**src/rtl/tach_pkg.sv**
```systemverilog
// Shared types and constants for the edge-period tachometer.
// No dependencies; imported by tach_div, the top level and the testbench.
`default_nettype none

package tach_pkg;

    localparam int RPM_W  = 16;   // rpm result width
    localparam int CPR_W  = 7;    // changes-per-rotation register width
    localparam int TO_W   = 16;   // stop timeout register width
    localparam int PROD_W = CPR_W + RPM_W;   // divisor width: cpr * elapsed

    localparam logic [RPM_W-1:0] RPM_NUM = 16'd60000;

    localparam logic [TO_W-1:0]  TIMEOUT_RST = 16'd1500;
    localparam logic [CPR_W-1:0] CPR_RST     = 7'd4;

    typedef logic [RPM_W-1:0] rpm_t;
    typedef logic [CPR_W-1:0] cpr_t;
    typedef logic [1:0]       event_t;

    localparam event_t EV_NONE    = 2'd0;
    localparam event_t EV_STARTED = 2'd1;
    localparam event_t EV_STOPPED = 2'd2;

    localparam logic REG_TIMEOUT = 1'b0;
    localparam logic REG_CPR     = 1'b1;

endpackage

`default_nettype wire

```
**src/rtl/tach_div.sv**
```systemverilog
// Serial rpm unit: shift-add multiply of cpr by elapsed, then restoring divide of 60000.
// Depends on tach_pkg.
`default_nettype none

module tach_div
    import tach_pkg::*;
(
    input  wire  clk,
    input  wire  rst_n,
    input  wire  start,
    input  cpr_t cpr,
    input  rpm_t elapsed,
    output logic done,
    output rpm_t quotient
);

    localparam logic [1:0] ST_IDLE = 2'd0;
    localparam logic [1:0] ST_MUL  = 2'd1;
    localparam logic [1:0] ST_DIV  = 2'd2;

    logic [1:0]        state_reg;
    logic [3:0]        cnt_reg;
    logic [CPR_W-1:0]  mc_sr_reg;
    logic [PROD_W-1:0] md_reg;
    logic [PROD_W-1:0] prod_reg;
    logic [PROD_W:0]   rem_reg;
    logic [RPM_W-1:0]  num_sr_reg;
    rpm_t              quot_reg;
    logic              done_reg;

    logic [PROD_W:0]   rem_shift;
    logic              fits;

    assign rem_shift = {rem_reg[PROD_W-1:0], num_sr_reg[RPM_W-1]};
    assign fits      = rem_shift >= {1'b0, prod_reg};

    always_ff @(posedge clk or negedge rst_n)
    begin
        if (!rst_n)
        begin
            state_reg <= ST_IDLE;
            cnt_reg   <= '0;
            done_reg  <= 1'b0;
        end
        else
        begin
            done_reg <= 1'b0;
            unique case (state_reg)
                ST_IDLE:
                begin
                    if (start)
                    begin
                        state_reg <= ST_MUL;
                        cnt_reg   <= '0;
                    end
                end
                ST_MUL:
                begin
                    if (cnt_reg == 4'(CPR_W - 1))
                    begin
                        state_reg <= ST_DIV;
                        cnt_reg   <= '0;
                    end
                    else
                    begin
                        cnt_reg <= cnt_reg + 4'd1;
                    end
                end
                ST_DIV:
                begin
                    if (cnt_reg == 4'(RPM_W - 1))
                    begin
                        state_reg <= ST_IDLE;
                        done_reg  <= 1'b1;
                    end
                    cnt_reg <= cnt_reg + 4'd1;
                end
                default:
                begin
                    state_reg <= ST_IDLE;
                end
            endcase
        end
    end

    always_ff @(posedge clk)
    begin
        unique case (state_reg)
            ST_IDLE:
            begin
                if (start)
                begin
                    // a zero count acts as one
                    mc_sr_reg  <= (cpr == '0) ? CPR_W'(1) : cpr;
                    md_reg     <= PROD_W'(elapsed);
                    prod_reg   <= '0;
                    rem_reg    <= '0;
                    num_sr_reg <= RPM_NUM;
                end
            end
            ST_MUL:
            begin
                if (mc_sr_reg[0])
                begin
                    prod_reg <= prod_reg + md_reg;
                end
                md_reg    <= {md_reg[PROD_W-2:0], 1'b0};
                mc_sr_reg <= {1'b0, mc_sr_reg[CPR_W-1:1]};
            end
            ST_DIV:
            begin
                rem_reg    <= fits ? (rem_shift - {1'b0, prod_reg}) : rem_shift;
                quot_reg   <= {quot_reg[RPM_W-2:0], fits};
                num_sr_reg <= {num_sr_reg[RPM_W-2:0], 1'b0};
            end
            default:
            begin
                rem_reg <= rem_reg;
            end
        endcase
    end

    assign done     = done_reg;
    assign quotient = quot_reg;

endmodule

`default_nettype wire

```
**src/rtl/tachometer_rpm_with_stop_timeout_top.sv**
```systemverilog
// Edge-period tachometer with stop timeout: top level, control and bit-serial time path.
// Depends on tach_pkg and tach_div.
//
// Channel  Dir  Handshake            Payload
// s_*      in   s_tvalid/s_tready    s_tdata: pin_level, now_ms (one sample)
// m_*      out  m_tvalid/m_tready    m_tdata: rpm, moving, event_res
// cfg_*    in   cfg_we               cfg_index 0 stop timeout, 1 edges per turn
//
// The result is registered after the serial subtract and the decide step and, when an
// rpm value is computed, after the divider's 7 multiply steps and 16 divide steps and
// the hand-over of the quotient; no new item is taken until the result has gone to the
// output register. The first sample after reset skips the subtract and goes straight to
// the finish step. The elapsed-time subtract and both compares run one bit per cycle.
// Reset clears the control state and the config registers; no clearing pass. A held
// output item stalls the next result but the next sample is still taken in.
`default_nettype none

module tachometer_rpm_with_stop_timeout_top
    import tach_pkg::*;
#(
    parameter int TIME_BITS = 32
)
(
    input  wire         clk,
    input  wire         rst_n,
    input  wire         s_tvalid,
    output logic        s_tready,
    input  wire  [39:0] s_tdata,     // [0] pin_level, [32:1] now_ms, rest zero
    output logic        m_tvalid,
    input  wire         m_tready,
    output logic [23:0] m_tdata,     // [15:0] rpm, [16] moving, [18:17] event_res
    input  wire         cfg_we,
    input  wire         cfg_index,
    input  wire  [15:0] cfg_data
);

    localparam int CNT_W  = $clog2(TIME_BITS);
    localparam int WIDE_W = TIME_BITS + 32;

    localparam logic [2:0] ST_IDLE   = 3'd0;
    localparam logic [2:0] ST_SUB    = 3'd1;
    localparam logic [2:0] ST_DECIDE = 3'd2;
    localparam logic [2:0] ST_DIV    = 3'd3;
    localparam logic [2:0] ST_FINISH = 3'd4;

    logic [2:0]           state_reg;
    logic [CNT_W-1:0]     bit_cnt_reg;
    logic [TIME_BITS-1:0] now_sr_reg;
    logic [TIME_BITS-1:0] lct_reg;
    logic [TIME_BITS-1:0] el_sr_reg;
    logic [TO_W-1:0]      to_sr_reg;
    logic [RPM_W-1:0]     k_sr_reg;
    logic                 carry_reg;
    logic                 ge_reg;
    logic                 gt_reg;
    logic                 nz_reg;
    logic                 level_reg;
    logic                 primed_reg;
    logic                 last_level_reg;
    logic                 rotating_reg;
    rpm_t                 rpm_reg;
    event_t               event_reg;
    logic [TO_W-1:0]      timeout_reg;
    cpr_t                 cpr_reg;
    logic                 out_valid_reg;
    rpm_t                 out_rpm_reg;
    logic                 out_moving_reg;
    event_t               out_event_reg;

    logic [WIDE_W-1:0]    now_wide;
    logic [TIME_BITS-1:0] now_t;
    logic                 d_bit;
    logic                 carry_next;
    logic                 ge_next;
    logic                 gt_next;
    logic                 accept;
    logic                 change;
    logic                 out_free;
    logic                 div_start;
    logic                 div_done;
    rpm_t                 div_quot;
    rpm_t                 div_elapsed;

    assign now_wide = {{TIME_BITS{1'b0}}, s_tdata[32:1]};
    assign now_t    = now_wide[TIME_BITS-1:0];

    assign s_tready = (state_reg == ST_IDLE);
    assign accept   = s_tvalid && s_tready;
    assign out_free = !out_valid_reg || m_tready;
    assign change   = level_reg != last_level_reg;

    // now - last as now + ~last + 1, LSB first
    assign d_bit      = now_sr_reg[0] ^ ~lct_reg[0] ^ carry_reg;
    assign carry_next = (now_sr_reg[0] & ~lct_reg[0])
                      | (carry_reg & (now_sr_reg[0] ^ ~lct_reg[0]));
    assign ge_next    = (d_bit & ~to_sr_reg[0]) | (ge_reg & ~(d_bit ^ to_sr_reg[0]));
    assign gt_next    = (d_bit & ~k_sr_reg[0]) | (gt_reg & ~(d_bit ^ k_sr_reg[0]));

    assign div_start   = (state_reg == ST_DECIDE) && change && rotating_reg && !gt_reg;
    // a zero interval counts as one millisecond
    assign div_elapsed = nz_reg ? el_sr_reg[RPM_W-1:0] : RPM_W'(1);

    tach_div u_div (
        .clk      (clk),
        .rst_n    (rst_n),
        .start    (div_start),
        .cpr      (cpr_reg),
        .elapsed  (div_elapsed),
        .done     (div_done),
        .quotient (div_quot)
    );

    always_ff @(posedge clk or negedge rst_n)
    begin
        if (!rst_n)
        begin
            timeout_reg <= TIMEOUT_RST;
            cpr_reg     <= CPR_RST;
        end
        else if (cfg_we)
        begin
            unique case (cfg_index)
                REG_TIMEOUT: timeout_reg <= cfg_data[TO_W-1:0];
                REG_CPR:     cpr_reg     <= cfg_data[CPR_W-1:0];
                default:     timeout_reg <= timeout_reg;
            endcase
        end
    end

    always_ff @(posedge clk or negedge rst_n)
    begin
        if (!rst_n)
        begin
            state_reg      <= ST_IDLE;
            primed_reg     <= 1'b0;
            last_level_reg <= 1'b0;
            lct_reg        <= '0;
            rotating_reg   <= 1'b0;
            rpm_reg        <= '0;
            out_valid_reg  <= 1'b0;
        end
        else
        begin
            if (state_reg == ST_FINISH && out_free)
            begin
                out_valid_reg <= 1'b1;
            end
            else if (out_valid_reg && m_tready)
            begin
                out_valid_reg <= 1'b0;
            end
            unique case (state_reg)
                ST_IDLE:
                begin
                    if (accept)
                    begin
                        if (!primed_reg)
                        begin
                            primed_reg     <= 1'b1;
                            last_level_reg <= s_tdata[0];
                            lct_reg        <= now_t;
                            state_reg      <= ST_FINISH;
                        end
                        else
                        begin
                            state_reg <= ST_SUB;
                        end
                    end
                end
                ST_SUB:
                begin
                    // rotate so the stored time is intact after the last bit
                    lct_reg <= {lct_reg[0], lct_reg[TIME_BITS-1:1]};
                    if (bit_cnt_reg == CNT_W'(TIME_BITS - 1))
                    begin
                        state_reg <= ST_DECIDE;
                    end
                end
                ST_DECIDE:
                begin
                    state_reg <= div_start ? ST_DIV : ST_FINISH;
                    if (change)
                    begin
                        // over 60000 ms the rate rounds down to zero
                        if (rotating_reg && gt_reg)
                        begin
                            rpm_reg <= '0;
                        end
                        rotating_reg   <= 1'b1;
                        lct_reg        <= now_sr_reg;
                        last_level_reg <= level_reg;
                    end
                    else if (rotating_reg && ge_reg)
                    begin
                        rotating_reg <= 1'b0;
                        rpm_reg      <= '0;
                    end
                end
                ST_DIV:
                begin
                    if (div_done)
                    begin
                        rpm_reg   <= div_quot;
                        state_reg <= ST_FINISH;
                    end
                end
                ST_FINISH:
                begin
                    if (out_free)
                    begin
                        state_reg <= ST_IDLE;
                    end
                end
                default:
                begin
                    state_reg <= ST_IDLE;
                end
            endcase
        end
    end

    // datapath: shift registers and flags
    always_ff @(posedge clk)
    begin
        unique case (state_reg)
            ST_IDLE:
            begin
                if (accept)
                begin
                    level_reg   <= s_tdata[0];
                    now_sr_reg  <= now_t;
                    to_sr_reg   <= timeout_reg;
                    k_sr_reg    <= RPM_NUM;
                    bit_cnt_reg <= '0;
                    carry_reg   <= 1'b1;
                    ge_reg      <= 1'b1;
                    gt_reg      <= 1'b0;
                    nz_reg      <= 1'b0;
                    event_reg   <= EV_NONE;
                end
            end
            ST_SUB:
            begin
                now_sr_reg  <= {now_sr_reg[0], now_sr_reg[TIME_BITS-1:1]};
                el_sr_reg   <= {d_bit, el_sr_reg[TIME_BITS-1:1]};
                to_sr_reg   <= {1'b0, to_sr_reg[TO_W-1:1]};
                k_sr_reg    <= {1'b0, k_sr_reg[RPM_W-1:1]};
                carry_reg   <= carry_next;
                ge_reg      <= ge_next;
                gt_reg      <= gt_next;
                nz_reg      <= nz_reg | d_bit;
                bit_cnt_reg <= bit_cnt_reg + CNT_W'(1);
            end
            ST_DECIDE:
            begin
                if (change)
                begin
                    event_reg <= rotating_reg ? EV_NONE : EV_STARTED;
                end
                else if (rotating_reg && ge_reg)
                begin
                    event_reg <= EV_STOPPED;
                end
            end
            ST_FINISH:
            begin
                if (out_free)
                begin
                    out_rpm_reg    <= rpm_reg;
                    out_moving_reg <= rotating_reg;
                    out_event_reg  <= event_reg;
                end
            end
            default:
            begin
                level_reg <= level_reg;
            end
        endcase
    end

    assign m_tvalid = out_valid_reg;
    assign m_tdata  = {5'b0, out_event_reg, out_moving_reg, out_rpm_reg};

endmodule

`default_nettype wire

```
**config.mk**
```make
export PLATFORM = sky130hd
export DESIGN_NAME = tachometer_rpm_with_stop_timeout_top
export DESIGN_NICKNAME = d
export VERILOG_FILES = /design/src/rtl/tach_pkg.sv /design/src/rtl/tach_div.sv /design/src/rtl/tachometer_rpm_with_stop_timeout_top.sv
export SDC_FILE = /design/constraint.sdc
export NUM_CORES = 1
export LEC_CHECK = 0
export BUFFER_PORTS_ARGS = -buffer_cell sky130_fd_sc_hd__buf_2
export CAP_MARGIN = 25
export CORE_UTILIZATION = 50
export CTS_CLUSTER_DIAMETER = 150
export DETAILED_ROUTE_END_ITERATION = 10
export PLACE_DENSITY = 0.67
export SETUP_SLACK_MARGIN = 0.1
export SLEW_MARGIN = 20
export SYNTH_ARGS = -nofsm -noshare
export SYNTH_HDL_FRONTEND = slang
export SYNTH_SLANG_ARGS = --single-unit
```
**constraint.sdc**
```tcl
create_clock -name clk -period 7.7 [get_ports clk]
set_input_delay 0 -clock clk [delete_from_list [all_inputs] [get_ports clk]]
set_output_delay 0 -clock clk [all_outputs]
set_load 0.05 [all_outputs]
```
==> results.tsv, run 1 <==
metric	value	unit
cts.path.max_buffers	3	
highest_layer	met4	
grt_pass1_wl	50600	um
synth.largest_area_cell	edfxtp_1	
synthTopCellsByArea	edfxtp_1 (45%), dfrtp_1 (12%), nand2_1 (7.5%)	
power.share.switching	30.5	%
wl_per_cell	15.3	um
post_cts_buffers	0	
grt_max_degree	99	
port_buffers	75	
drive_above_1_share	12.5	%
routed_wirelength	30300	um
synth-main-ff-cell	edfxtp_1	
ctsHoldBuffers	54	
die_x	178	um
slew_headroom	32.0	%
drc_errors	0	
dieArea	31700	sq um
vias	10800	
boundaryPins	88	
vias_per_cell	5.42	
setup_violations	0	
synth_edf_count	230	
leakage	0.00737	uW
status	finished clean	
grt_pass1_vias	10200	
num_rows	64	
grt_remaining_overflow	0	
syn_to_final_growth	15.8	%
cts_resized	0	
final_cells	1985	
netlist_area	15500	sq um
p_int	4000	uW
tightest_slew	1.02	ns
crit_type	register to register	
grt_usage	19.5	%
power_frac_clock	29.3	%
vdd_drop_max	216	uV
coreArea	30600	sq um
fill_cells	2535	
synthCells	1454	
drtIter0Drc	751	
skew	0.0232	ns
cts_tree	yes	
clock_latency	0.51	ns
end_kind	register	
rsz0062_at_grt	no	
min_period	3.47	ns
htreeDepth	2	
yosysWarnings	0	
dr_wl_met3	1210	um
power_density	320	nW/um^2
place_congestion	0.846	
fin_nets	1682	
path_max_fanout	28	
antenna_cells	0	
post-place-cells	1865	
hold_ws	0.0912	ns
required	7.97	ns
ys_types	59	
power_frac_comb	24.3	%
cts.sinks	315	
setup-tns-final	0	ns
ys_seq_area_share	58.3	%
drt_pass1_iterations	5	
postRouteAntennaNets	0	
cp-start-kind	register	
post-dp-hpwl	18100	um
start_util	50.7	%
utilization	58.7	%
critPathArrivalTime	3.73	ns
clkTransAtPathRegs	0.07	ns
pwr-share-seq	46.4	%
timing.final.crit_share	45.0	%
max_freq	288	MHz
met1_length	14700	um
die_h	178	um
antenna_found_initial	0	
numCtsBuffers	35	
power_switching	1750	uW
netlist.area_leader.share	44.5	%
met2_length	14000	um
clockRootBuffer	clkbuf_16	
cap_viol_max_count	0	
synthesis.area_per_instance	10.7	sq um
async_flop_share	27.0	%
ys_seq_elements	315	
final_hold_viol_count	0	
drv_slew	0	
min_path_type	primary input to register	
## kinds of logic after synthesis
family                     Yosys count  synth area share, %
other                                1               0.0242
DFF                                315                 58.3
xor gates and xnor gates            32                 1.81
adders and majority gates           58                 4.82
and+or+nand+nor                    523                 15.0
AOI/OAI and AO/OA                  365                 14.3
buffers and inverters              126                 3.27
muxes                               34                 2.43
## cells in the mapped netlist, types with 28 or more instances
library cell and count:
ha_1 55, clkbuf_1 56, dfrtp_1 77, mux2_2 29, nor2b_1 47, edfxtp_1 230, a21oi_1 121, a22o_1 45
and2_1 28, inv_1 48, o21ai_0 116, nand2_1 310, nor2_1 64
## worst paths after layout
kind	from	to	slack, ns	cells after the start
setup / recovery	u_div.num_sr_reg[15]	u_div.rem_reg[19]	4.23	10
setup reg to reg	u_div.num_sr_reg[15]	u_div.rem_reg[19]	4.23	10
min in group asynchronous	rst_n	timeout_reg[15]	0.49	3
hold / removal	cfg_index	timeout_reg[12]	0.09	4
hold reg to reg	event_reg[1]	out_event_reg[1]	0.41	0
max in group asynchronous	rst_n	lct_reg[27]	5.82	4
## area by class of cell
cell class	instances	area, sq um	share of cell area, %
Sequential cell	315	9050	50.3
Timing Repair Buffer	144	1080	6.00
Clock buffer	43	937	5.21
Tap cell	396	495	2.76
Inverter	49	188	1.04
Clock inverter	21	225	1.25
Multi-Input combinational cell	1017	6000	33.4
## layer usage
| metal | global-route usage, % | vias up |
|---|---|---|
| li1 | - | 5360 |
| met4 | 4.27 | 0 |
| met2 | 30.5 | 202 |
| met3 | 3.20 | 43 |
| met1 | 28.7 | 5159 |
| met5 | 0 | - |
## stage by stage
step,power [uW],area [sq um],setup WS [ns]
after CTS,5790,17900,4.22
after detailed placement,4070,16200,4.23
after floorplan,3690,15500,3.40
after global routing,6110,18000,3.99
after global placement,4010,16200,4.21
final,5750,18000,4.23
## critical path, stage by stage (launching register included)
cell and delay (ns):
edfxtp_1 0.36, inv_1 0.06, ha_1 0.22, fa_1 0.40, nor2b_1 0.17, o31a_1 0.20, o21ai_1 0.18, o211ai_1 0.23
a211o_1 0.81, inv_4 0.26, a31o_2 0.32
## power by group through the flow
stage	sequential [uW]	combinational, uW	clock [uW]
floorplan	2630	1050	0
global placement	2690	1320	0
finish	2670	1400	1680
global route	2720	1600	1780
detailed placement	2700	1370	0
CTS	2670	1400	1720
## cell usage in the layout, fill, tap and decap left out, drive strengths merged, types with 13 or more instances in the layout
cell	n
o21a	13
xnor2	22
nor2b	48
nand2	310
and2	29
a21oi	121
nand3	16
o21ai	119
nand2b	22
buf	90
edfxtp	230
nor2	64
dfrtp	77
mux2	29
dlygate4sd3	54
ha	55
a22o	45
clkbuf	43
inv	50
clkinv	14
(Power assumes the default switching activity.)
==> run 2, diff against run 1 <==
Settings changed: ABC_AREA set to 1.
Clock period 7.7 ns to 3.2 ns, I/O delays scaled along.
==> results.tsv, run 2 <==
metric	value	unit	change
status	finished clean		unchanged
grt_remaining_overflow	0		unchanged
place_congestion	0.925		was 0.846
fin_nets	2035		was 1,682
port_buffers	75		unchanged
required	3.46	ns	was 7.97 ns
most-common-layout-cells	nand2_1 (475), inv_1 (268), edfxtp_1 (230), nor2_1 (173), o21ai_0 (126)		was nand2_1 (310), edfxtp_1 (230), a21oi_1 (121), o21ai_0 (114), dfrtp_1 (75)
whs_path_depth	3		was 4
grt_max_degree	97		was 99
wl_per_cell	14.1	um	was 15.3 um
routed_wirelength	33100	um	was 30,300 um
ys_seq_area_share	56.2	%	was 58.3%
drive_above_1_share	10.3	%	was 12.5%
vias	12000		was 10,800
min_path_type	primary input to register		unchanged
die_x	181	um	was 178 um
timing.final.crit_share	86.8	%	was 45.0%
grt_pass1_wl	55600	um	was 50,600 um
yosysWarnings	0		unchanged
cts.sinks	315		unchanged
clockRootBuffer	clkbuf_16		unchanged
skew	0.0175	ns	was 0.0232 ns
post_cts_buffers	0		unchanged
antenna_found_initial	0		unchanged
synthTopCellsByArea	edfxtp_1 (43%), dfrtp_1 (12%), nand2_1 (11%)		was edfxtp_1 (45%), dfrtp_1 (12%), nand2_1 (7.5%)
critPathArrivalTime	3.04	ns	was 3.73 ns
setup_violations	0		unchanged
coreArea	31600	sq um	was 30,600 sq um
netlist_area	16100	sq um	was 15,500 sq um
die_h	181	um	was 178 um
htreeDepth	2		unchanged
grt_usage	20.6	%	was 19.5%
min_period	2.78	ns	was 3.47 ns
final_common_cell	nand2_1		unchanged
regArea	9040	sq um	was 9050 sq um
max_freq	360	MHz	was 288 MHz
antenna_cells	0		unchanged
synth_edf_count	230		unchanged
numCtsBuffers	35		unchanged
path_max_fanout	4		was 28
tightest_slew	0.905	ns	was 1.02 ns
cap_viol_max_count	0		unchanged
boundaryPins	88		unchanged
synth.largest_area_cell	edfxtp_1		unchanged
syn_to_final_growth	14.7	%	was 15.8%
crit_type	register to register		unchanged
async_flop_share	27.0	%	unchanged
slew_headroom	39.7	%	was 32.0%
synth_commonest_cells	nand2_1 (476), inv_1 (268), edfxtp_1 (230)		was nand2_1 (310), edfxtp_1 (230), a21oi_1 (121)
start_util	50.8	%	was 50.7%
cts_resized	0		unchanged
cts_tree	yes		unchanged
clock_latency	0.52	ns	was 0.51 ns
rsz0062_at_grt	no		unchanged
ys_types	48		was 59
vias_per_cell	5.12		was 5.42
drv_slew	0		unchanged
postRouteAntennaNets	0		unchanged
drt_pass1_iterations	5		unchanged
clkTransAtPathRegs	0.06	ns	was 0.07 ns
final_hold_viol_count	0		unchanged
num_rows	65		was 64
drtIter0Drc	740		was 751
synthesis.area_per_instance	8.98	sq um	was 10.7 sq um
synth_most_common_cell	nand2_1		unchanged
post-dp-hpwl	22000	um	was 18,100 um
drc_errors	0		unchanged
ctsHoldBuffers	52		was 54
cts.path.max_buffers	3		unchanged
grt_pass1_vias	11800		was 10,200
end_kind	register		unchanged
ys_seq_elements	315		unchanged
cp-start-kind	register		unchanged
dieArea	32900	sq um	was 31,700 sq um
setup-tns-final	0	ns	unchanged
synthCells	1791		was 1,454
multi_input_area	5730	sq um	was 6000 sq um
fill_cells	2779		was 2,535
synth-main-ff-cell	edfxtp_1		unchanged
netlist.area_leader.share	42.9	%	was 44.5%
reg2reg_depth	11		was 10
## run 2: changes by cell type in the layout (fill, tap and decap cells not counted), moves of 14 or more
| cell | delta |
|---|---|
| and2_1 | -24 |
| xnor2_1 | -14 |
| nor2_1 | +110 |
| mux2_2 | -20 |
| nand2b_1 | -20 |
| nor2b_1 | -46 |
| a22o_1 | -45 |
| nand2_1 | +165 |
| a21oi_1 | -22 |
| inv_1 | +221 |
| nand3_1 | +58 |
## run 2: routing by layer
layer | wire [um] | vias up | global-route usage [%] | part of all wire, %
li1 | - | 6075 | - | -
met1 | 15100 | 5598 | 27.8 | 46
met2 | 15800 | 257 | 34.9 | 48
met3 | 1500 | 53 | 2.76 | 4.5
met4 | 705 | 0 | 6.07 | 2.1
met5 | 0 | - | 0 | 0
## run 2: kinds of logic (layout without fill, tap and decap cells)
group                      after synthesis  in the layout  synth area share [%]
and+or+nand+nor                        789            789                  20.3
buffers and inverters                  335            480                  8.44
DFF                                    315            315                  56.2
AOI/OAI and AO/OA                      272            272                  9.03
adders and majority gates               58             58                  4.65
xor gates and xnor gates                12             12                 0.653
muxes                                    9              9                 0.630
other                                    1              5                0.0233
## run 2: final timing paths
kind,start,slack (ns),to
worst max-delay path,u_div.prod_reg[0],0.42,u_div.prod_reg[16]
worst min-delay path,cfg_we,0.02,cpr_reg[2]
worst max register to register,u_div.prod_reg[0],0.42,u_div.prod_reg[16]
worst min register to register,el_sr_reg[29],0.41,el_sr_reg[28]
max in group asynchronous,rst_n,2.18,rpm_reg[5]
min in group asynchronous,rst_n,0.18,lct_reg[12]
## run 2: metrics by stage
step           instances  util, %  setup slack, ns  hold slack [ns]  area [sq um]
4_1_cts             2341     58.3            0.437           0.0102         18400
2_1_floorplan       1795        -            0.263           -0.296         16100
6_report            2342     58.3            0.421           0.0206         18500
5_1_grt             2342     58.3            0.179            0.106         18500
3_5_place_dp        2227     53.2            0.446            0.178         16800
3_3_place_gp        2227     53.2            0.475            0.182         16800
## run 2: area by class of cell
cell class | count | share of cell area [%]
Clock inverter | 13 | 0.698
Sequential cell | 315 | 49.0
Inverter | 275 | 5.59
Timing Repair Buffer | 143 | 5.69
Clock buffer | 49 | 5.26
Tap cell | 402 | 2.73
Multi-Input combinational cell | 1145 | 31.0
## run 2: critical path, stage by stage (launching register included)
cell	delay, ns
edfxtp_1	0.37
ha_1	0.24
inv_1	0.07
fa_1	0.36
inv_1	0.10
nand2_1	0.08
o21ai_0	0.36
inv_1	0.14
o21ai_0	0.41
nand3b_1	0.18
a21oi_1	0.16
nor2_1	0.06
Power of run 2 is not shown: default switching activity piles up to over one toggle a cycle in this logic, so the estimate is an artifact.
==> run 3, diff against run 2 <==
Settings changed: ABC_AREA 1 to not set.
==> results.tsv, run 3 (synthesis results as in run 1) <==
metric	value	unit	change
status	finished clean		unchanged
vias_per_cell	5.45		was 5.12
cts_tree	yes		unchanged
min_period	2.94	ns	was 2.78 ns
syn_to_final_growth	15.9	%	was 14.7%
power_frac_clock	28.2	%	
start_util	50.7	%	was 50.8%
vias	10900		was 12,000
routed_wirelength	30700	um	was 33,100 um
power.share.switching	30.6	%	
die_h	178	um	was 181 um
pwr-share-seq	47.0	%	
skew	0.0247	ns	was 0.0175 ns
fin_nets	1693		was 2,035
leakage	0.00739	uW	
coreArea	30600	sq um	was 31,600 sq um
setup_violations	0		unchanged
drt_pass1_iterations	5		unchanged
required	3.44	ns	was 3.46 ns
power_density	764	nW/um^2	
post-dp-hpwl	19000	um	was 22,000 um
dieArea	31700	sq um	was 32,900 sq um
drtIter0Drc	810		was 740
timing.final.crit_share	91.7	%	was 86.8%
antenna_cells	0		unchanged
power.total	13700	uW	
drive_above_1_share	13.1	%	was 10.3%
numCtsBuffers	35		unchanged
finalWorstSetupSlack	0.264	ns	was 0.421 ns
antenna_found_initial	0		unchanged
boundaryPins	88		unchanged
drv_slew	0		unchanged
p_int	9530	uW	
max_freq	341	MHz	was 360 MHz
cts.path.max_buffers	3		unchanged
critPathArrivalTime	3.18	ns	was 3.04 ns
post_cts_buffers	0		unchanged
grt_pass1_vias	10300		was 11,800
crit_type	register to register		unchanged
num_rows	64		was 65
place_congestion	0.866		was 0.925
postRouteAntennaNets	0		unchanged
final_hold_viol_count	0		unchanged
clockRootBuffer	clkbuf_16		unchanged
most-common-layout-cells	nand2_1 (310), edfxtp_1 (230), a21oi_1 (121), o21ai_0 (114), dfrtp_1 (75)		was nand2_1 (475), inv_1 (268), edfxtp_1 (230), nor2_1 (173), o21ai_0 (126)
cts.sinks	315		unchanged
clkTransAtPathRegs	0.06	ns	about the same
grt_usage	19.9	%	was 20.6%
cap_viol_max_count	0		unchanged
port_buffers	75		unchanged
grt_remaining_overflow	0		unchanged
slew_headroom	42.8	%	was 39.7%
vdd_drop_max	502	uV	
pre_cts_ws	0.250	ns	was 0.446 ns
drc_errors	0		unchanged
htreeDepth	2		unchanged
tightest_slew	0.858	ns	was 0.905 ns
grt_pass1_wl	51300	um	was 55,600 um
cp-start-kind	register		unchanged
die_x	178	um	was 181 um
setup-tns-final	0	ns	unchanged
power_switching	4210	uW	
final_common_cell	nand2_1		unchanged
rsz0062_at_grt	no		unchanged
power_frac_comb	24.8	%	
wl_per_cell	15.4	um	was 14.1 um
end_kind	register		unchanged
grt_max_degree	99		was 97
clock_latency	0.51	ns	was 0.52 ns
min_path_type	primary input to register		unchanged
path_max_fanout	4		unchanged
==> run 3: cell types whose count changed in the layout (fill, tap and decap cells not counted), moves of 20 or more <==
cell,previous run,this run
a21oi_1,99,121
a22o_1,0,45
and2_1,4,28
inv_1,268,47
mux2_2,9,29
nand2_1,475,310
nand2b_1,0,20
nand3_1,74,16
nor2_1,173,63
nor2b_1,0,46
==> run 3: worst paths after layout <==
kind                                   start            endpoint  slack (ns)  depth (start not counted)
setup / recovery           u_div.prod_reg[0]  u_div.prod_reg[22]        0.26                         11
hold / removal                     cfg_index     timeout_reg[14]        0.09                          4
setup reg to reg           u_div.prod_reg[0]  u_div.prod_reg[22]        0.26                         11
hold reg to reg                el_sr_reg[17]       el_sr_reg[16]        0.41                          0
max in group asynchronous              rst_n      timeout_reg[3]        2.29                          3
min in group asynchronous              rst_n          lct_reg[6]        0.13                          2
==> run 3: what timing repair did <==
action                                 in CTS  in global routing
hold buffers                               52                  0
endpoints found under the hold margin     147                  0
setup endpoints to repair                   0                 14
gates resized for setup                     0                  2
==> run 3: worst max-delay path, stage by stage (launching register included) <==
cell	delay, ns
edfxtp_1	0.41
ha_1	0.26
inv_1	0.08
fa_1	0.22
nor2b_4	0.06
o31a_1	0.29
o311ai_2	0.36
a41oi_1	0.20
o31a_1	0.32
a311oi_2	0.30
xnor2_1	0.14
nor2_1	0.05
==> run 3: per-layer routing <==
layer	routed length (um)	global-route usage [%]	up-vias
li1	-	-	5384
met1	14700	29.5	5166
met2	14000	30.7	268
met3	1460	2.86	49
met4	497	4.91	0
met5	0	0	-
==> run 3: through the flow <==
step,hold WS (ns),util (%),cells,cell area [sq um]
after floorplan,-0.296,-,1458,15500
after global placement,0.159,53.3,1877,16300
after detailed placement,0.154,53.3,1877,16300
after CTS,0.0574,58.6,1991,17900
after global routing,0.0984,58.8,1994,18000
final,0.0905,58.8,1994,18000
==> run 3: area by class of cell <==
class / instances / area, sq um
clock buffers: 49 / 978
well taps: 396 / 495
repair buffers: 155 / 1150
inverters: 49 / 188
flip-flops and latches: 315 / 9050
clock inverters: 13 / 120
fillers: 2530 / 12600
multi-input cells: 1017 / 6000
==> run 3: power groups by stage <==
stage	sequential, uW	combinational, uW	clock, uW
4_1_cts	6480	3340	3960
6_report	6460	3410	3870
2_1_floorplan	6340	2540	0
5_1_grt	6590	3880	4110
3_3_place_gp	6510	3170	0
3_5_place_dp	6540	3270	0
